### src/sv/stt_pkg.sv
// Shared types and constants for the search transposition table.
// Used by stt_front, stt_queue, stt_back and search_transposition_table.
`timescale 1ns / 1ps
`default_nettype none

package stt_pkg;

    // Entry count of the table; a power of two, so the low key bits form the index.
    localparam int TABLE_ENTRIES = 4096;
    localparam int IDX_W         = $clog2(TABLE_ENTRIES);

    // Depth of the queue between the front and the back.
    localparam int QUEUE_DEPTH = 2;
    localparam int QPTR_W      = $clog2(QUEUE_DEPTH);

    localparam logic ACT_STORE = 1'b1;

    localparam logic [1:0] BND_EXACT = 2'd0;
    localparam logic [1:0] BND_LOWER = 2'd1;
    localparam logic [1:0] BND_UPPER = 2'd2;

    typedef enum logic [1:0] {
        OUT_CONTINUE = 2'd0,
        OUT_RETURN   = 2'd1,
        OUT_STORED   = 2'd2
    } t_outcome;

    typedef enum logic [1:0] {
        BK_CLEAR,
        BK_IDLE,
        BK_LOOKUP
    } t_back_state;

    typedef struct packed {
        logic               is_store;
        logic [IDX_W-1:0]   index;
        logic [63:0]        key;
        logic [5:0]         depth;
        logic signed [31:0] lo;
        logic signed [31:0] hi;
        logic signed [31:0] score;
        logic [1:0]         bound;
    } t_req;

    typedef struct packed {
        logic valid;
        t_req req;
    } t_slot;

    typedef struct packed {
        logic [63:0]        tag;
        logic signed [31:0] score;
        logic [5:0]         depth;
        logic [1:0]         bound;
    } t_entry;

endpackage

`default_nettype wire

### src/sv/stt_front.sv
// Front end: accepts input items, classifies them as probe or store and
// hands them to the queue. Depends on stt_pkg.
`timescale 1ns / 1ps
`default_nettype none

module stt_front (
    input  wire logic                 i_clk,
    input  wire logic                 i_rst_n,
    input  wire logic                 i_in_valid,
    output logic                      o_in_stall,
    input  wire logic                 i_action,
    input  wire logic [63:0]          i_pos_key,
    input  wire logic [5:0]           i_search_depth,
    input  wire logic signed [31:0]   i_window_low,
    input  wire logic signed [31:0]   i_window_high,
    input  wire logic signed [31:0]   i_store_score,
    input  wire logic [1:0]           i_store_bound,
    input  wire logic                 i_clearing,
    input  wire logic                 i_q_full,
    output stt_pkg::t_slot            o_push
);

    logic          r_valid;
    logic          n_valid;
    stt_pkg::t_req r_req;
    stt_pkg::t_req n_req;
    logic          accept;
    logic          push;

    assign o_in_stall = i_clearing || (r_valid && i_q_full);
    assign accept     = i_in_valid && !o_in_stall;
    assign push       = r_valid && !i_q_full;

    always_comb begin
        n_req.is_store = (i_action == stt_pkg::ACT_STORE);
        n_req.index    = i_pos_key[stt_pkg::IDX_W-1:0];
        n_req.key      = i_pos_key;
        n_req.depth    = i_search_depth;
        n_req.lo       = i_window_low;
        n_req.hi       = i_window_high;
        n_req.score    = i_store_score;
        n_req.bound    = i_store_bound;
    end

    always_comb begin
        if (accept) begin
            n_valid = 1'b1;
        end else if (push) begin
            n_valid = 1'b0;
        end else begin
            n_valid = r_valid;
        end
    end

    always_ff @(posedge i_clk) begin
        if (!i_rst_n) begin
            r_valid <= 1'b0;
        end else begin
            r_valid <= n_valid;
        end
    end

    always_ff @(posedge i_clk) begin
        if (accept) begin
            r_req <= n_req;
        end
    end

    assign o_push.valid = push;
    assign o_push.req   = r_req;

endmodule

`default_nettype wire

### config.mk
export PLATFORM = sky130hd
export DESIGN_NAME = stt_front
export DESIGN_NICKNAME = d
export VERILOG_FILES = /design/src/sv/stt_pkg.sv /design/src/sv/stt_front.sv
export SDC_FILE = /design/constraint.sdc
export NUM_CORES = 1
export LEC_CHECK = 0
export ABC_CLOCK_PERIOD_IN_PS = 9900
export BUFFER_PORTS_ARGS = -buffer_cell sky130_fd_sc_hd__buf_2
export CORE_MARGIN = 10
export CORE_UTILIZATION = 37
export DETAILED_ROUTE_END_ITERATION = 12
export PLACE_DENSITY = 0.74
export RECOVER_POWER = 50
export SYNTH_ARGS = -nofsm -noshare
export SYNTH_HDL_FRONTEND = slang
export SYNTH_SLANG_ARGS = --single-unit
### constraint.sdc
create_clock -name i_clk -period 9.9 [get_ports i_clk]
set_clock_uncertainty 0.05 [all_clocks]
set_input_delay 0.99 -clock i_clk [delete_from_list [all_inputs] [get_ports i_clk]]
set_output_delay 0.99 -clock i_clk [all_outputs]
set_load 0.01 [all_outputs]
* After elaboration in Yosys (flattened, before gate mapping)
Index checks and enable logic that the tools add are counted.
Widths: inputs -> output; s select.
** Word-level totals
- Bits in registers :: 182
- Bits in latches :: 0
- Bits in writable memories :: 0
- Bits in read-only memories :: 0
- Input port bits :: 174
- Logic and storage cells :: 18
- Memories :: 0
** Cells by class
- $add $sub $neg :: 0
- Multipliers :: 0
- Divide/modulo/power cells :: 0
- Order comparisons :: 0
- Eq/ne operators :: 0
- Shift-type cells :: 0
- Muxes and demuxes :: 2
- Bitwise logic cells :: 0
- Reductions and logical operators :: 7
** Operators by type and width (count)
- $logic_and 1x1->1 :: 3
- $logic_not 1->1 :: 2
- $mux 1 :: 2
- $reduce_bool 2->1 :: 1
- $logic_or 1x1->1 :: 1

* Logic depth before layout (Yosys ltp)
Gate-level depths: netlist (run 1).
- Word-level depth :: 5
- Mapped depth :: 2

* Least setup slack after synthesis (run 1)
No wires, ideal clock.
- Kind :: in2reg
- From :: input port i_clearing
- To :: register r_req, in the netlist o_push[0], enable pin
- Library setup time :: 754 ps
- Arrival time :: 9266 ps
- Data required time :: 9096 ps
- Setup slack :: -170 ps
- Cell stages on the path :: 2
- Cells stage by stage :: nand2b_4 > a21oi_1
** On the way
- Longest elaborated chain between the ends :: 3
** Ends and longest elaborated chain
- start: declaration :: line stt_front.sv:18 : input wire logic i_clearing,
- $logic_or 1x1->1 :: line stt_front.sv:30 : assign o_in_stall = i_clearing || (r_valid && i_q_full);
- $logic_not 1->1 :: line stt_front.sv:31 : assign accept = i_in_valid && !o_in_stall;
- $logic_and 1x1->1 :: line stt_front.sv:31
- named net accept :: line stt_front.sv:27 : logic accept;
- end signal: assignment :: line stt_front.sv:65 : r_req <= n_req;
- end: declaration :: line stt_front.sv:25 : stt_pkg::t_req r_req;
The timed path passes the listed nets, and every way through them passes these cells.
A chain may end at the register's enable or synchronous reset.

* Worst setup path after layout (run 1)
- From :: input port i_clearing
- To :: register r_req, in the netlist o_push[75], enable pin
The elaborated chain is that of the path after synthesis.

==> results of run 1 <==
cell type report:
cell class                 count  area [sq um]
fill                        1178          6270
sequential                   170          5090
timing repair buffer         358          1680
clock buffer                  19           433
tap                          180           225
clock inverter                13           126
multi-input combinational      6          53.8
antenna                        1          2.50
layout by cell type, fill, tap and decap left out, drive strengths merged:
cell type / instances
a21boi: 1
a21oi: 1
buf: 263
bufinv: 2
clkbuf: 114
clkinv: 6
clkinvlp: 4
dfxtp: 1
diode: 1
edfxtp: 169
inv: 1
nand2: 1
nand2b: 2
nor2b: 1
per-stage QoR:
stage,utilization,instance area (sq um)
3_5_place_dp,0.517,7170
6_report,0.548,7610
4_1_cts,0.557,7730
3_3_place_gp,0.517,7170
5_1_grt,0.548,7610
2_1_floorplan,-,5240
registers in the layout, indices dropped and copies added (netlist names):
| register | cells |
|---|---|
| o_push | 169 |
| r_valid | 1 |
worst min-delay path by stage:
stage | end | slack, ns
floorplan | r_valid | 0.43
CTS | r_valid | 0.49
detailed placement | r_valid | 0.48
global route | r_valid | 0.54
finish | r_valid | 0.51
global placement | r_valid | 0.47
cells in the mapped netlist:
cell type,count
sky130_fd_sc_hd__dfxtp_1,1
sky130_fd_sc_hd__nand2b_1,1
sky130_fd_sc_hd__nand2_1,1
sky130_fd_sc_hd__edfxtp_1,169
sky130_fd_sc_hd__nor2b_1,1
sky130_fd_sc_hd__a21oi_1,1
sky130_fd_sc_hd__a21boi_2,1
sky130_fd_sc_hd__buf_4,13
sky130_fd_sc_hd__nand2b_4,1
worst max-delay path: stages:
cell                       delay (ns)
sky130_fd_sc_hd__buf_2           0.10
sky130_fd_sc_hd__nand2b_4        0.14
sky130_fd_sc_hd__a21oi_4         0.10
sky130_fd_sc_hd__buf_4           0.77
sky130_fd_sc_hd__buf_4           0.94
power by group through the flow:
stage               clock [uW]  sequential, uW  combinational, uW
global placement             0             852               99.3
global route               677             841                104
CTS                        643             838                103
floorplan                    0             875               15.6
finish                     626             838               95.6
detailed placement           0             853                103
logic make-up (layout without fill, tap and decap cells):
logic type | after synthesis | in the layout | share of synthesized area
buffers and inverters | 13 | 390 | 0.0186
flip-flops | 170 | 170 | 0.973
AO/OA/AOI/OAI | 2 | 2 | 0.00310
other | 0 | 1 | 0
AND/OR/NAND/NOR | 4 | 4 | 0.00573
metal layers:
layer / part of all wire / track usage / vias up
li1: - / - / 1469
met1: 0.35 / 0.155 / 1522
met2: 0.53 / 0.266 / 216
met3: 0.11 / 0.0884 / 20
met4: 0.015 / 0.0500 / 2
met5: 0.00084 / 0 / -
==> impl_metrics.toml, run 1 <==
[run_status]
status = "completed"

[flow_run]
max_cap_violations = 0

[yosys]
ys_warn_count = 0
net_count_after_synthesis = 363
mappedNetlistArea_sq_mm = 0.00524
synth.area.top_cells = "sky130_fd_sc_hd__edfxtp_1 97%, sky130_fd_sc_hd__buf_4 1.9%, sky130_fd_sc_hd__dfxtp_1 0.38%"
synth_cell_types = 9
synth-seq-cells = 170
post_synth_inst_count = 189
synth_sequential_area_ratio = 0.973
post-synth-top-area-fraction = 0.969
synth.largest_area_cell = "sky130_fd_sc_hd__edfxtp_1"
synth.avg_cell_area_sq_um = 27.7

[detailed_routing]
antenna_violating_nets_left = 0
wl_per_cell_microns = 20.8
wl_microns = 15500
via_count = 3229
route.detailed.drc = 0
drt_pass1_iterations = 4
drt_first_iter_violations = 158
via_per_inst = 4.32

[clock_tree]
count_of_hold_buffers_inserted_by_post_cts_repair = 0
cts.sink_count = 170
cts-htree-levels = 4
ctsLongestPathBuffers = 2
postCtsResizedCells = 0
clk_latency_worst_skew_pair_ns = 0.41
postCtsSetupRepairBufs = 0
clk_pin_slew_worst_paths_ns = 0.06
clock_tree.root_cell = "sky130_fd_sc_hd__clkbuf_16"
tritoncts_clock_tree = "yes"
number_of_cts_inserted_buffers = 17

[global_route]
globalRoute.totalOverflow = 0
wire_length_of_the_first_global_routing_pass_microns = 22500
grt.total_usage = 0.155
grt_start_max_net_pins = 88
antenna_found_initial = 2
first_global_vias = 3687

[placed_design]
dp_hpwl_microns = 12400
port-buffer-count = 356
place.gp.congestion = 0.827
placed_cells_incl_taps = 714
preCtsSetupSlack_ns = 6.24

[critical_path]
regToRegStartpoint = "r_valid"
cp_max_fo = 87
critical_path.reg2reg.endpoint = "o_push[75]"
crit_path_end_kind = "register"
critical_path.startpoint = "i_clearing"
crit_required_ns = 9.88
worst_r2r_path_depth = 3
setup.worst_path.start_class = "primary input"
cp_data_arrival_time_ns = 3.17
timing.setup.critical_path_class = "primary input to register"
critical_path.endpoint = "o_push[75]"
r2r_setup_slack_ns = 7.16

[min_path]
hold_path_startpoint = "r_valid"
hold_path_class = "register to register"
min_path_cells = 2

[power_and_ir_drop]
net_switching_component_of_the_power_uw = 321
leakage_uw = 0.00302
clkPwrFrac = 0.401
peakVddDrop_mv = 0.105
share_of_total_power_in_sequential_cells = 0.538
power.combinational.fraction = 0.061
pwr_density_cell_mw_per_mm2 = 205
cellInternalPower_uw = 1240
design_power_total_uw = 1560
netSwitchingFraction = 0.206

[floorplanning]
die_y_extent_microns = 139
placement_row_count = 43
top_level_ports = 357
start_util = 0.377
dieWidth_microns = 139
floorplan.core_area_sq_mm = 0.0139
design.die.area_sq_mm = 0.0193

[sta]
fin_crit_sh = 0.323
slew-limit-headroom = 0.272
post_route_setup_slack_ns = 6.71
setup-tns-final_ns = 0
final_period_minus_worst_setup_slack_ns = 3.19
fmax_mhz = 313
worst_pin_slew_ns = 1.09
hold_violations = 0
finalMaxSlewViolations = 0
finalHoldWorstSlack_ns = 0.509
setup_viol_count_final = 0
rsz0062_at_grt = "no"

[final_layout]
post_route_cells_drive_above_1_share = 0.518
finalNonFillerCells = 747
final_net_count = 727
growth_of_design_area_from_synthesis_to_finish_pct = 45.3
Note: power is estimated with default switching activity, not from simulation.
==> run 2, diff against run 1 <==
--- a/config.mk
+++ b/config.mk
@@ -5,12 +5,12 @@
 export SDC_FILE = /design/constraint.sdc
 export NUM_CORES = 1
 export LEC_CHECK = 0
-export ABC_CLOCK_PERIOD_IN_PS = 9900
+export ABC_CLOCK_PERIOD_IN_PS = 3340
 export BUFFER_PORTS_ARGS = -buffer_cell sky130_fd_sc_hd__buf_2
-export CORE_MARGIN = 10
-export CORE_UTILIZATION = 37
+export CORE_AREA = 10 10 131 133
 export DETAILED_ROUTE_END_ITERATION = 12
-export PLACE_DENSITY = 0.74
+export DIE_AREA = 0 0 141 143
+export PLACE_DENSITY = 0.69
 export RECOVER_POWER = 50
 export SYNTH_ARGS = -nofsm -noshare
 export SYNTH_HDL_FRONTEND = slang
==> constraint.sdc (replaced) <==
create_clock -name i_clk -period 3.34 [get_ports i_clk]
set_clock_uncertainty 0.05 [all_clocks]
set_input_delay 0.334 -clock i_clk [delete_from_list [all_inputs] [get_ports i_clk]]
set_output_delay 0.334 -clock i_clk [all_outputs]
set_load 0.01 [all_outputs]
==> impl_metrics.toml, run 2 (synthesis gave the netlist of run 1 again) <==
[placed_design]
place.gp.congestion = 0.767
preCtsSetupSlack_ns = 1.26
dp_hpwl_microns = 13300
port-buffer-count = 356

[clock_tree]
count_of_hold_buffers_inserted_by_post_cts_repair = 0
clk_pin_slew_worst_paths_ns = 0.07
cts.sink_count = 170
number_of_cts_inserted_buffers = 17
clock_tree.root_cell = "sky130_fd_sc_hd__clkbuf_16"
ctsLongestPathBuffers = 2
postCtsResizedCells = 0
clk_latency_worst_skew_pair_ns = 0.41
tritoncts_clock_tree = "yes"
cts-htree-levels = 4
postCtsSetupRepairBufs = 0

[critical_path]
path_depth = 2
worst_r2r_path_depth = 2
worstPathCellList = "a21oi_4 > buf_12"
critical_path.startpoint = "r_valid"
crit_required_ns = 3.38
cpPeakStageDelay_ns = 0.69
worstPathBufferInverterCount = 1
regToRegStartpoint = "r_valid"
critical_path.reg2reg.endpoint = "o_push[92]"
critical_path.endpoint = "o_push[92]"
cp_max_fo = 50
setup.worst_path.start_class = "register"
crit_path_end_kind = "register"
timing.critical_path.max_delay_family = "compound AO/OA/AOI/OAI gates"
timing.setup.critical_path_class = "register to register"
r2r_setup_slack_ns = 1.56
cp_data_arrival_time_ns = 1.82
critical_path.slowest_cell = "sky130_fd_sc_hd__a21oi_4"

[sta]
fmax_mhz = 563
slew-limit-headroom = 0.435
hold_violations = 0
final_period_minus_worst_setup_slack_ns = 1.78
post_route_setup_slack_ns = 1.56
fin_crit_sh = 0.532
setup_viol_count_final = 0
finalMaxSlewViolations = 0
rsz0062_at_grt = "no"
setup-tns-final_ns = 0
worst_pin_slew_ns = 0.846

[global_route]
first_global_vias = 3710
antenna_found_initial = 0
globalRoute.totalOverflow = 0
wire_length_of_the_first_global_routing_pass_microns = 23000
grt_start_max_net_pins = 51
grt.total_usage = 0.153

[final_layout]
mostFrequentLayoutCell = "sky130_fd_sc_hd__buf_2"
fillCellCount = 1242
post_route_cells_drive_above_1_share = 0.530
antenna-diode-count = 0
largest_reg_flops = 169
final_cell_mix = "261 x sky130_fd_sc_hd__buf_2, 169 x sky130_fd_sc_hd__edfxtp_1, 96 x sky130_fd_sc_hd__clkbuf_1"
final_net_count = 737
growth_of_design_area_from_synthesis_to_finish_pct = 47.6

[floorplanning]
floorplan.core_area_sq_mm = 0.0144
placement_row_count = 44
top_level_ports = 357
die_y_extent_microns = 143
design.die.area_sq_mm = 0.0202
start_util = 0.363
dieWidth_microns = 141

[run_status]
status = "completed"

[detailed_routing]
wl_microns = 16200
wl_per_cell_microns = 21.3
drt_first_iter_violations = 176
antenna_violating_nets_left = 0
via_per_inst = 4.27
route.detailed.drc = 0
drt_pass1_iterations = 4
via_count = 3248

[power_and_ir_drop]
clkPwrFrac = 0.406
netSwitchingFraction = 0.212
pwr_density_cell_mw_per_mm2 = 606
leakage_uw = 0.00309
power.combinational.fraction = 0.064
peakVddDrop_mv = 0.322
net_switching_component_of_the_power_uw = 992
share_of_total_power_in_sequential_cells = 0.530
cellInternalPower_uw = 3690

[flow_run]
max_cap_violations = 0

[min_path]
hold_path_class = "primary input to register"
min_path_cells = 1
## run 2: cell count changes in the layout (fill, tap and decap cells not counted), sizes merged
cell,before,now
diode,1,0
clkinv,6,4
clkbuf,114,113
buf,263,273
clkinvlp,4,5
inv,1,3
## run 2: power groups by stage
| stage | Clock [uW] | Sequential, uW | Combinational, uW |
|---|---|---|---|
| after floorplan | 0 | 2580 | 46.9 |
| after global placement | 0 | 2520 | 312 |
| after detailed placement | 0 | 2530 | 322 |
| after CTS | 1950 | 2480 | 322 |
| after global routing | 2050 | 2490 | 327 |
| final | 1900 | 2480 | 300 |
## run 2: how the worst min path moves through the flow
stage	slack [ns]	endpoint	from
after floorplan	0.38	o_push[0]	i_store_bound[0]
after global placement	0.46	o_push[30]	i_store_score[28]
after detailed placement	0.46	o_push[168]	i_pos_key[0]
after CTS	0.01	o_push[168]	i_pos_key[0]
after global routing	0.01	o_push[56]	i_window_high[22]
final	0.04	o_push[168]	i_pos_key[0]
## run 2: layout make-up
class	instances	area, sq um	area share
multi-input combinational	6	53.8	0.00696
tap	184	230	0.0298
timing repair buffer	368	1780	0.230
clock inverter	14	146	0.0189
sequential	170	5090	0.659
clock buffer	18	429	0.0555
## run 2: stage by stage
stage | util | power [uW] | instance area [sq um] | instances | hold WS [ns]
floorplan | - | 2630 | 5250 | 189 | 0.383
global placement | 0.505 | 2840 | 7280 | 728 | 0.461
detailed placement | 0.505 | 2850 | 7280 | 728 | 0.462
CTS | 0.545 | 4760 | 7860 | 760 | 0.0139
global route | 0.536 | 4860 | 7730 | 760 | 0.0124
finish | 0.536 | 4680 | 7730 | 760 | 0.0383
## run 2: metal layers
layer	vias to the layer above	wire length (microns)	track usage
li1	1490	-	-
met1	1514	5420	0.152
met2	223	8630	0.262
met4	0	259	0.0663
met3	21	1880	0.0816
met5	-	0	0
