`config.mk`:
```
export PLATFORM = sky130hd
export DESIGN_NAME = stt_queue
export DESIGN_NICKNAME = d
export VERILOG_FILES = /design/src/sv/stt_pkg.sv /design/src/sv/stt_queue.sv
export SDC_FILE = /design/constraint.sdc
export NUM_CORES = 1
export LEC_CHECK = 0
export ABC_AREA = 1
export BUFFER_PORTS_ARGS = -buffer_cell sky130_fd_sc_hd__clkbuf_2
export CAP_MARGIN = 20
export CORE_UTILIZATION = 45
export CTS_CLUSTER_SIZE = 16
export DETAILED_ROUTE_END_ITERATION = 10
export PLACE_DENSITY = 0.8
export SLEW_MARGIN = 5
export SYNTH_ARGS = -nofsm -noshare
export SYNTH_HDL_FRONTEND = slang
export SYNTH_SLANG_ARGS = --single-unit
```
`constraint.sdc`:
```
create_clock -name i_clk -period 22 [get_ports i_clk]
set_input_delay 1.1 -clock i_clk [delete_from_list [all_inputs] [get_ports i_clk]]
set_output_delay 1.1 -clock i_clk [all_outputs]
set_load 0.01 [all_outputs]
```
`src/sv/stt_pkg.sv`:
```
// Shared types and constants for the search transposition table.
// Used by stt_front, stt_queue, stt_back and search_transposition_table.
`timescale 1ns / 1ps
`default_nettype none

package stt_pkg;

    // Entry count of the table; a power of two, so the low key bits form the index.
    localparam int TABLE_ENTRIES = 4096;
    localparam int IDX_W         = $clog2(TABLE_ENTRIES);

    // Depth of the queue between the front and the back.
    localparam int QUEUE_DEPTH = 2;
    localparam int QPTR_W      = $clog2(QUEUE_DEPTH);

    localparam logic ACT_STORE = 1'b1;

    localparam logic [1:0] BND_EXACT = 2'd0;
    localparam logic [1:0] BND_LOWER = 2'd1;
    localparam logic [1:0] BND_UPPER = 2'd2;

    typedef enum logic [1:0] {
        OUT_CONTINUE = 2'd0,
        OUT_RETURN   = 2'd1,
        OUT_STORED   = 2'd2
    } t_outcome;

    typedef enum logic [1:0] {
        BK_CLEAR,
        BK_IDLE,
        BK_LOOKUP
    } t_back_state;

    typedef struct packed {
        logic               is_store;
        logic [IDX_W-1:0]   index;
        logic [63:0]        key;
        logic [5:0]         depth;
        logic signed [31:0] lo;
        logic signed [31:0] hi;
        logic signed [31:0] score;
        logic [1:0]         bound;
    } t_req;

    typedef struct packed {
        logic valid;
        t_req req;
    } t_slot;

    typedef struct packed {
        logic [63:0]        tag;
        logic signed [31:0] score;
        logic [5:0]         depth;
        logic [1:0]         bound;
    } t_entry;

endpackage

`default_nettype wire

```
`src/sv/stt_queue.sv`:
```
// Short FIFO of classified items between the front and the back.
// Depends on stt_pkg.
`timescale 1ns / 1ps
`default_nettype none

module stt_queue (
    input  wire logic            i_clk,
    input  wire logic            i_rst_n,
    input  wire stt_pkg::t_slot  i_push,
    input  wire logic            i_pop,
    output stt_pkg::t_slot       o_head,
    output logic                 o_full
);

    stt_pkg::t_req                r_q [stt_pkg::QUEUE_DEPTH];
    logic [stt_pkg::QPTR_W-1:0]   r_wr_ptr;
    logic [stt_pkg::QPTR_W-1:0]   r_rd_ptr;
    logic [stt_pkg::QPTR_W:0]     r_count;
    logic                         do_push;
    logic                         do_pop;

    function automatic logic [stt_pkg::QPTR_W-1:0] next_ptr(
        input logic [stt_pkg::QPTR_W-1:0] ptr
    );
        if (ptr == stt_pkg::QPTR_W'(stt_pkg::QUEUE_DEPTH - 1)) begin
            return '0;
        end
        return ptr + 1'b1;
    endfunction

    assign o_full       = (r_count == (stt_pkg::QPTR_W + 1)'(stt_pkg::QUEUE_DEPTH));
    assign o_head.valid = (r_count != '0);
    assign o_head.req   = r_q[r_rd_ptr];
    assign do_push      = i_push.valid && !o_full;
    assign do_pop       = i_pop && o_head.valid;

    always_ff @(posedge i_clk) begin
        if (!i_rst_n) begin
            r_wr_ptr <= '0;
            r_rd_ptr <= '0;
            r_count  <= '0;
        end else begin
            if (do_push) begin
                r_wr_ptr <= next_ptr(r_wr_ptr);
            end
            if (do_pop) begin
                r_rd_ptr <= next_ptr(r_rd_ptr);
            end
            if (do_push && !do_pop) begin
                r_count <= r_count + 1'b1;
            end else if (do_pop && !do_push) begin
                r_count <= r_count - 1'b1;
            end
        end
    end

    always_ff @(posedge i_clk) begin
        if (do_push) begin
            r_q[r_wr_ptr] <= i_push.req;
        end
    end

endmodule

`default_nettype wire

```
=== After elaboration in Yosys (flattened, before gate mapping) ===
Memories as Yosys holds them, arrays and structs flattened. A register that Yosys moved wholly into a read port is not among the register bits.
Index checks and enable logic that the tools add are counted.

* Memories kept: 1
* Register bits after elaboration: 4
* Input bits: 185
* RAM bits: 362
* Word-level logic and storage cells: 34
* Output and inout bits: 183

* Add/sub/neg operators: 4
* Equal/unequal tests: 1
* Reduce and logical (&&, ||, !) cells: 9
* Multiplexer cells: 16

{| class="wikitable"
|+ Memory list
! memory !! depth !! bits a word !! rd ports !! clocked after memory_dff !! wr ports !! line !! text
|-
| r_q || 2 || 181 || 1 || 1 || 1 || stt_queue.sv:15 || <nowiki>stt_pkg::t_req r_q [stt_pkg::QUEUE_DEPTH];</nowiki>
|}

{| class="wikitable"
|+ Operators by type and width
! kind !! count
|-
| $mux 1 || 14
|-
| $logic_and 1x1->1 || 4
|-
| $mux 2 || 2
|-
| $reduce_bool 2->1 || 2
|-
| $logic_not 1->1 || 3
|-
| $add 1x1->1 const B || 2
|-
| $add 2x1->2 const B || 1
|-
| $eq 2x2->1 const B || 1
|-
| $sub 2x1->2 const B || 1
|}

=== Depth between registers and ports, before layout ===
Gate-level depths: netlist (run 1).

* Depth in word-level cells: 7
* Depth in mapped cells: 10
* Depth with buffers taken out: 10

=== Worst setup path before layout (run 1) ===
Ideal clock, no wire load.

* Path type: input to register
* Start point: in i_push[181] in the netlist's numbering
* End point: mem r_q[0][0] in the netlist's numbering (enable)
* Library setup time: 726 ps
* Required time: 21274 ps
* Data arrival time: 8761 ps
* Path buffers: 0
* Cell stages on the path: 2
* Setup slack: 12513 ps
* Cells stage by stage: o21ai_0 > nor2_1

* Word-level cells in the longest chain between the ends: 3

{| class="wikitable"
|+ Ends and longest elaborated chain
! what !! line !! text
|-
| start, declared || stt_queue.sv:9 || <nowiki>input wire stt_pkg::t_slot i_push,</nowiki>
|-
| $logic_and 1x1->1 || stt_queue.sv:34 || <nowiki>assign do_push = i_push.valid && !o_full;</nowiki>
|-
| $mux 1 || stt_queue.sv:58 || <nowiki>if (do_push) begin</nowiki>
|-
| $mux 1 (not written as such) || stt_queue.sv:59 || <nowiki>r_q[r_wr_ptr] <= i_push.req;</nowiki>
|-
| end, declared || stt_queue.sv:15 ||
|}

No other way between the ends.

==> results of run 1 <==
==> synth_stat cells, drive strengths merged <==
cell / count
a21oi: 1
buf: 20
dfxtp: 5
edfxtp: 362
ha: 1
inv: 8
mux2: 181
nand2: 7
nand3: 1
nand4: 1
nor2: 9
o21a: 1
o21ai: 3
==> cells by family after synthesis <==
kind of cell	count (synthesis)
compound gates	5
flops	367
buf+inv	28
mux	181
simple gates	18
fa+ha+maj	1
==> metal layers <==
metal	up-vias	wire, um
met5	-	0
met4	0	803
met3	61	2280
met2	309	12700
met1	3305	9780
li1	3168	-
==> layout make-up <==
type,count,area (um2)
tap,390,488
sequential,367,11000
multi-input combinational,205,2500
clock inverter,22,186
inverter,8,30.0
timing repair buffer,371,1890
clock buffer,48,1050
fill,2198,12600
==> where the power goes <==
group / switching [mW] / total, mW / internal (mW)
logic: 0.226 / 0.434 / 0.208
clock network: 0.249 / 0.623 / 0.375
registers: 0.0349 / 0.921 / 0.886
total: 0.509 / 1.98 / 1.47
==> path summary, 6_finish.rpt <==
check | startpoint | end | cells past startpoint | slack [ps]
max reg2reg | r_count[1] | r_q[0][148] | 4 | 19780
min reg2reg | r_rd_ptr | flip-flop | 2 | 510
max | flip-flop | o_head[20] | 3 | 17960
min | r_rd_ptr | flip-flop | 2 | 510
==> per-stage QoR <==
step	instance area (um2)	setup WS [ps]
2_1_floorplan	13700	12510
3_3_place_gp	15900	18410
3_5_place_dp	15900	18420
4_1_cts	17100	17880
5_1_grt	17100	17790
6_report	17100	17960
==> registers in the layout (all words and copies together) (netlist names), named ones only <==
signal,flops
r_q,362
r_count,2
r_rd_ptr,1
r_wr_ptr,1
==> worst max-delay path, delay by kind of cell (launching register included) <==
family,cells,cell delay [ps]
DFF,1,910
muxes,1,430
buffers and inverters,2,1040
==> out/results.ini, run 1 <==
[routing]
dr.pass1.iters = 4
wl_per_cell_um = 18.1
num_vias = 6843
drc = 0
drt_iter0_markers = 462
drt-total-wl_mm = 25.6
ant_nets = 0
vias_per_cell = 4.85

[synthesis]
yosysWarnings = 0
synth_area_leader_cell = edfxtp_1
yosys_register_bits = 367
syn_area_um2 = 13700
synth_cell_types = 15
synth-compound-area-share_pct = 0.202
synth-xor-area-share_pct = 0
synth_top_family_by_area = multiplexers
netlist.area_leader.share_pct = 79.6
synthMuxAreaShare_pct = 17.4
synth_nets = 786
yosysSeqAreaShare_pct = 80.3
synthAdderAreaFrac_pct = 0.0916
syn_inst = 600
synthSimpleGateAreaFrac_pct = 0.522
syn_area_per_cell_um2 = 22.8
synth.top_cells.by_area = edfxtp_1 80%, mux2_4 9.9%, mux2_2 7.5%, buf_6 0.91%, dfxtp_1 0.73%

[job]
maxCapViolations = 0

[worst_setup_path]
worstSetupStartpointType = flip-flop
end_kind = output port
cp.required_ps = 20900
crit_chain = buf_4, mux2_2, clkbuf_2
worstPathArrival_ps = 2940
cpPeakStageDelay_ps = 910
critPathSlowestCell = dfxtp_4
cp_max_fo = 64
path_class = reg -> out

[timing]
finalHoldViolations = 0
fin_crit_ps = 4040
relSlewSlack_pct = 27.2
maxSlewViolCount = 0
setup_violations = 0
skew_ps = 9.05
hold_slack_ps = 506
rsz0062_at_grt = false
fmax_mhz = 248
finalCritPeriodShare_pct = 18.4
tightest_slew_ps = 1090
tns_ps = 0

[placement]
dp_hpwl_mm = 16.3
numPortBuffers = 367
place_congestion = 0.749
dp.cells = 1341

[clock_network]
cts_hold_buffers = 0
cts-root-buf = clkbuf_16
cts_buffers = 38
h-tree-depth = 2
path_clk_slew_ps = 60
postCtsSetupBuffers = 0
tritoncts = yes
cts_num_sinks = 367
clock_latency_ps = 510
cts_resized = 0
cts_buffer_depth = 3

[floorplan]
io_pins = 368
rows = 63
die_h_um = 176
initial_core_util_pct = 46.0
die_w_um = 176
dieArea_um2 = 31100
design.core.area_um2 = 29700

[finish]
final_cell_mix = 367 x clkbuf_2, 362 x edfxtp_1, 91 x mux2_2
mostFrequentLayoutCell = clkbuf_2
finalNetCount = 1177
final_cells = 1411
drive_gt1_share_pct = 59.5
area_growth_pct = 25.4
utilization_pct = 57.6
num_antenna_cells = 0

[global_route]
grt_usage_pct = 15.9
grt_busiest_layer = met2
grt_max_degree = 182
met1_usage_pct = 18.2
antenna_found_initial = 0
gr-total-overflow = 0
use_met2_pct = 27.6
met3_usage_pct = 5.06
grt_first_pass_wirelength_mm = 37.7
grt_pass1_vias = 7077

[power_and_ir_drop]
p_total_mw = 1.98
vdd_drop_max_v = 0.0000986
power.density_nw_per_um2 = 116
p_leak_nw = 6.65

[outcome]
status = finished clean

[min_path]
hp-class = reg -> reg

Power figures use the tool's default switching activity.
==> run 2: changes to the inputs <==
Settings changed: PLACE_DENSITY 0.8 to 0.83.
Clock period 22 ns to 3.6 ns, I/O delays scaled along.
==> run 2 against run 1 <==
Against the previous run:
- clock-buffer cell count unchanged
- clock power rose to 5.8 times the previous value
- combinational power grew to 6.8 times the previous value
- register-to-register slack worse by 18000 ps
- worst hold slack worse by 430 ps
- final cell count is 13% higher
- utilization rose by 6.4 points
- clock skew up 0.92 ps
- largest cell class unchanged
- largest power group unchanged
==> out/results.ini, run 2 (synthesis results as in run 1) <==
[clock_network]
cts_buffers = 37  ; -2.6%
cts_resized = 0  ; unchanged
cts_num_sinks = 367  ; unchanged
tritoncts = yes
clock_latency_ps = 500  ; about the same
h-tree-depth = 2  ; unchanged
path_clk_slew_ps = 60  ; about the same
cts-root-buf = clkbuf_16
cts_buffer_depth = 3  ; unchanged

[finish]
utilization_pct = 64.0  ; +6.4 points
area_growth_pct = 39.2
final_cell_mix = 367 x clkbuf_2, 362 x edfxtp_1, 182 x dlygate4sd3_1
final.fill_count = 1909  ; -13%
mostFrequentLayoutCell = clkbuf_2
largest_reg_flops = 362  ; unchanged
final_cells = 1600  ; +13%
drive_gt1_share_pct = 51.2  ; -8.4 points
top_regs = r_q: 362 flops, r_count: 2 flops
finalNetCount = 1368  ; +16%
seq_area_um2 = 11000  ; about the same
top_register = r_q
multi_input_area_um2 = 2510  ; +0.45%

[placement]
numPortBuffers = 367  ; unchanged
dp_hpwl_mm = 17.8  ; +9.1%
dp_slack_ps = 1610  ; -16810 ps
place_congestion = 0.741  ; -1.0%
dp.cells = 1351  ; +0.75%

[power_and_ir_drop]
p_total_mw = 12.2  ; +520%
p_leak_nw = 7.43  ; +12%
power.density_nw_per_um2 = 641  ; +460%
vdd_drop_max_v = 0.000606  ; +520%

[worst_setup_path]
cpPeakStageDelay_ps = 800  ; -110 ps
critPathBufInv = 2  ; unchanged
path_class = reg -> out
crit_chain = buf_12, mux2_2, clkbuf_2
critPathSlowestCell = dfxtp_4
rrSetupSlack_ps = 1660  ; -18120 ps
worstSetupStartpointType = flip-flop
worstPathArrival_ps = 2320  ; -620 ps
crit_family = flip-flops
cp.required_ps = 3420  ; -17480 ps
end_kind = output port
cp_max_fo = 55  ; -14%

[timing]
tns_ps = 0  ; unchanged
tightest_slew_ps = 786  ; -306 ps
maxSlewViolCount = 0  ; unchanged
setup_violations = 0  ; unchanged
finalCritPeriodShare_pct = 69.5
relSlewSlack_pct = 47.4  ; +20 points
rsz0062_at_grt = false
setup_ws_ps = 1100  ; -16860 ps
skew_ps = 9.97  ; +0.925 ps
finalHoldViolations = 0  ; unchanged
fin_crit_ps = 2500
fmax_mhz = 400

[floorplan]
initial_core_util_pct = 46.0  ; unchanged
design.core.area_um2 = 29700  ; unchanged
dieArea_um2 = 31100  ; unchanged
die_w_um = 176  ; unchanged
rows = 63  ; unchanged
die_h_um = 176  ; unchanged
io_pins = 368  ; unchanged

[global_route]
grt_first_pass_wirelength_mm = 43.8  ; +16%
grt_usage_pct = 18.6  ; +2.7 points
grt_pass1_vias = 8193  ; +16%
grt_max_degree = 95  ; -48%
antenna_found_initial = 0  ; unchanged
gr-total-overflow = 0  ; unchanged

[routing]
dr.pass1.iters = 4  ; unchanged
ant_nets = 0  ; unchanged
drt-total-wl_mm = 29.8  ; +16%
num_vias = 7748  ; +13%
wl_per_cell_um = 18.6  ; +2.7%
drt_iter0_markers = 488  ; +5.6%
vias_per_cell = 4.84  ; -0.15%
drc = 0  ; unchanged

[outcome]
status = finished clean

[job]
maxCapViolations = 0  ; unchanged

[min_path]
hp-class = in -> reg

## run 2: cell types whose count changed in the layout (fill, tap and decap cells not counted), moves of 2 or more
cell and delta:
buf_12 +5, clkinv_4 -2, dlygate4sd3_1 +182, clkbuf_16 -2, clkbuf_1 +2, buf_4 +5
clkinv_1 -4, clkinvlp_4 +3
## run 2: worst min-delay path, stage by stage
cell and delay (ps):
clkbuf_2 100, o21ai_4 100, o21ai_0 90, nor2_1 80
## run 2: repair_timing
item	in CTS	in global routing
buffers inserted	0	0
hold buffers	182	0
hold endpoints to repair	367	0
## run 2: per-stage QoR
step	hold slack, ps	instance area [um2]
CTS	46.2	19000
finish	72.4	19000
global route	105	19000
detailed placement	373	16000
global placement	368	16000
floorplan	279	13700
## run 2: final timing paths
| check | to | startpoint | depth (start not counted) |
|---|---|---|---|
| max | o_head[158] | flip-flop | 3 |
| min | r_wr_ptr | i_push[181] | 4 |
| max reg2reg | r_q[1][12] | r_count[1] | 4 |
| min reg2reg | r_rd_ptr | r_rd_ptr | 2 |
## run 2: layout make-up
class,instances,area share (%)
Sequential cell,367,57.7
Timing Repair Buffer,563,20.3
Multi-Input combinational cell,205,13.2
Clock buffer,48,5.31
Tap cell,390,2.57
Clock inverter,18,0.770
Inverter,8,0.158
Antenna cell,1,0.0132
## run 2: layer usage
layer	global-route usage [%]	routed length (um)	share of wire [%]	vias to the layer above
met2	34.9	16200	54	337
met5	0	0	0	-
met1	20.2	10900	37	3818
met4	6.05	697	2.3	0
met3	4.57	2020	6.8	54
li1	-	-	-	3539
## run 2: power by group
part           internal [mW]  switching (mW)  leakage [nW]
logic                   1.45            1.50          3.46
clock network           2.13            1.50         0.554
registers               5.41           0.217          3.42
==> run 3: changes to the inputs <==
Clock period 3.6 ns to 2.1 ns, I/O delays scaled along.
==> run 3 against run 2 <==
Against the previous run:
- via count is 2.1% higher
- utilization up 1.2 points
- combinational power is 84% higher
- sequential power increased by 71%
- final cell count up 1.2%
- design area rose by 1.8%
- critical path type unchanged
- largest cell class unchanged
- largest power group unchanged
==> out/results.ini, run 3 (synthesis results as in run 1) <==
[timing]
fin_crit_ps = 2030
finalCritPeriodShare_pct = 96.6
tightest_slew_ps = 559  ; -228 ps
fmax_mhz = 493
rsz0062_at_grt = false
skew_ps = 12.5  ; +2.51 ps
setup_violations = 0  ; unchanged
finalHoldViolations = 0  ; unchanged
maxSlewViolCount = 0  ; unchanged
relSlewSlack_pct = 62.8  ; +15 points

[floorplan]
io_pins = 368  ; unchanged
design.core.area_um2 = 29700  ; unchanged
die_h_um = 176  ; unchanged
rows = 63  ; unchanged
dieArea_um2 = 31100  ; unchanged
die_w_um = 176  ; unchanged
initial_core_util_pct = 46.0  ; unchanged

[power_and_ir_drop]
p_total_mw = 21.8  ; +79%
p_clk_share_pct = 31.2  ; +1.5 points
vdd_drop_max_v = 0.000989  ; +63%
p_sw_share_pct = 26.3  ; -0.052 points
seq_power_share_pct = 43.9  ; -2.2 points
p_leak_nw = 7.62  ; +2.6%
power.density_nw_per_um2 = 1130  ; +76%
p_int_mw = 16.1  ; +79%
pwr-share-comb_pct = 24.8  ; +0.6 points
switchingPower_mw = 5.74  ; +78%

[placement]
numPortBuffers = 367  ; unchanged
dp.cells = 1364  ; +0.96%
dp_hpwl_mm = 18.6  ; +4.5%
dpl-instance-area_um2 = 16200  ; +1.1%
place_congestion = 0.763  ; +2.9%

[job]
maxCapViolations = 0  ; unchanged

[worst_setup_path]
crit-reg2reg-launch = r_count[1]
path_class = reg -> out
cp.required_ps = 2000  ; -1420 ps
end_kind = output port
worstSetupStartpointType = flip-flop
worstPathArrival_ps = 1920  ; -400 ps
cp_max_fo = 20  ; -64%
rrSetupSlack_ps = 530  ; -1130 ps

[global_route]
grt_pass1_vias = 8460  ; +3.3%
grt_usage_pct = 19.6  ; +1.0 points
grt_max_degree = 88  ; -7.4%
antenna_found_initial = 2  ; +2
grt_first_pass_wirelength_mm = 45.8  ; +4.7%
gr-total-overflow = 0  ; unchanged

[clock_network]
cts_buffer_depth = 3  ; unchanged
cts-root-buf = clkbuf_16
cts_num_sinks = 367  ; unchanged
tritoncts = yes
cts_buffers = 37  ; unchanged
clock_latency_ps = 510  ; about the same
cts_resized = 0  ; unchanged
h-tree-depth = 2  ; unchanged
path_clk_slew_ps = 70  ; about the same

[routing]
dr.pass1.iters = 4  ; unchanged
drc = 0  ; unchanged
ant_nets = 0  ; unchanged
drt-total-wl_mm = 31.8  ; +6.8%
wl_per_cell_um = 19.6  ; +5.5%
vias_per_cell = 4.89  ; +0.89%
drt_iter0_markers = 426  ; -13%
num_vias = 7910  ; +2.1%

[finish]
top_register = r_q
final_cell_mix = 367 x clkbuf_2, 362 x edfxtp_1, 184 x dlygate4sd3_1
drive_gt1_share_pct = 52.5  ; +1.3 points
mostFrequentLayoutCell = clkbuf_2
top_regs = r_q: 362 flops, r_count: 2 flops
finalNetCount = 1388  ; +1.5%
design_area_um2 = 19400  ; +1.8%
final.fill_count = 1890  ; -1.0%
utilization_pct = 65.2  ; +1.2 points
area_growth_pct = 41.8
final_cells = 1619  ; +1.2%
largest_reg_flops = 362  ; unchanged

[outcome]
status = finished clean

[min_path]
min-delay-start = i_push[149]
hp-class = in -> reg

## run 3: timing repair
| action | in CTS | in global routing |
|---|---|---|
| setup buffers | 0 | 5 |
| hold buffers | 184 | 0 |
| setup endpoints to repair | 0 | 36 |
| endpoints found under the hold margin | 367 | 0 |
## run 3: metrics by stage
stage / hold slack [ps] / setup slack, ps / TNS [ps]
after floorplan: 204 / -1480 / -532950
after global placement: 294 / 583 / 0
after detailed placement: 298 / 559 / 0
after CTS: 301 / 15.0 / 0
after global routing: 308 / 4.39 / 0
final: 321 / 70.5 / 0
## run 3: worst max-delay path, cell delays in order, from the launching register on
cell and delay, ps:
dfxtp_4 480, buf_12 230, buf_12 220, mux2_4 330, clkbuf_2 130
## run 3: power groups by stage
stage,sequential [mW],clock (mW),combinational [mW]
after floorplan,9.67,0,3.12
after global placement,9.64,0,4.94
after detailed placement,9.71,0,5.02
after CTS,9.56,6.86,5.34
after global routing,9.65,7.21,5.74
final,9.59,6.81,5.42
## run 3: worst paths after layout
check	end	depth (start not counted)
min reg2reg	flip-flop	2
max reg2reg	r_q[0][101]	4
min	r_q[0][149]	2
max	o_head[144]	4
## run 3: per-layer routing
layer,up-vias,share of wire [%],GRT usage [%]
li1,3580,-,-
met1,3886,37,22.0
met2,384,53,36.1
met3,58,7.6,5.08
met4,2,2.6,6.16
met5,-,0.041,0
## run 3: cell type report
type                    instances  area (um2)  share of cell area [%]
well taps                     390         488                    2.52
diodes                          1        2.50                  0.0129
multi-input cells             205        2510                    13.0
flip-flops and latches        367       11000                    56.7
clock buffers                  42         987                    5.10
repair buffers                583        4090                    21.1
clock inverters                23         275                    1.42
inverters                       8        30.0                   0.155
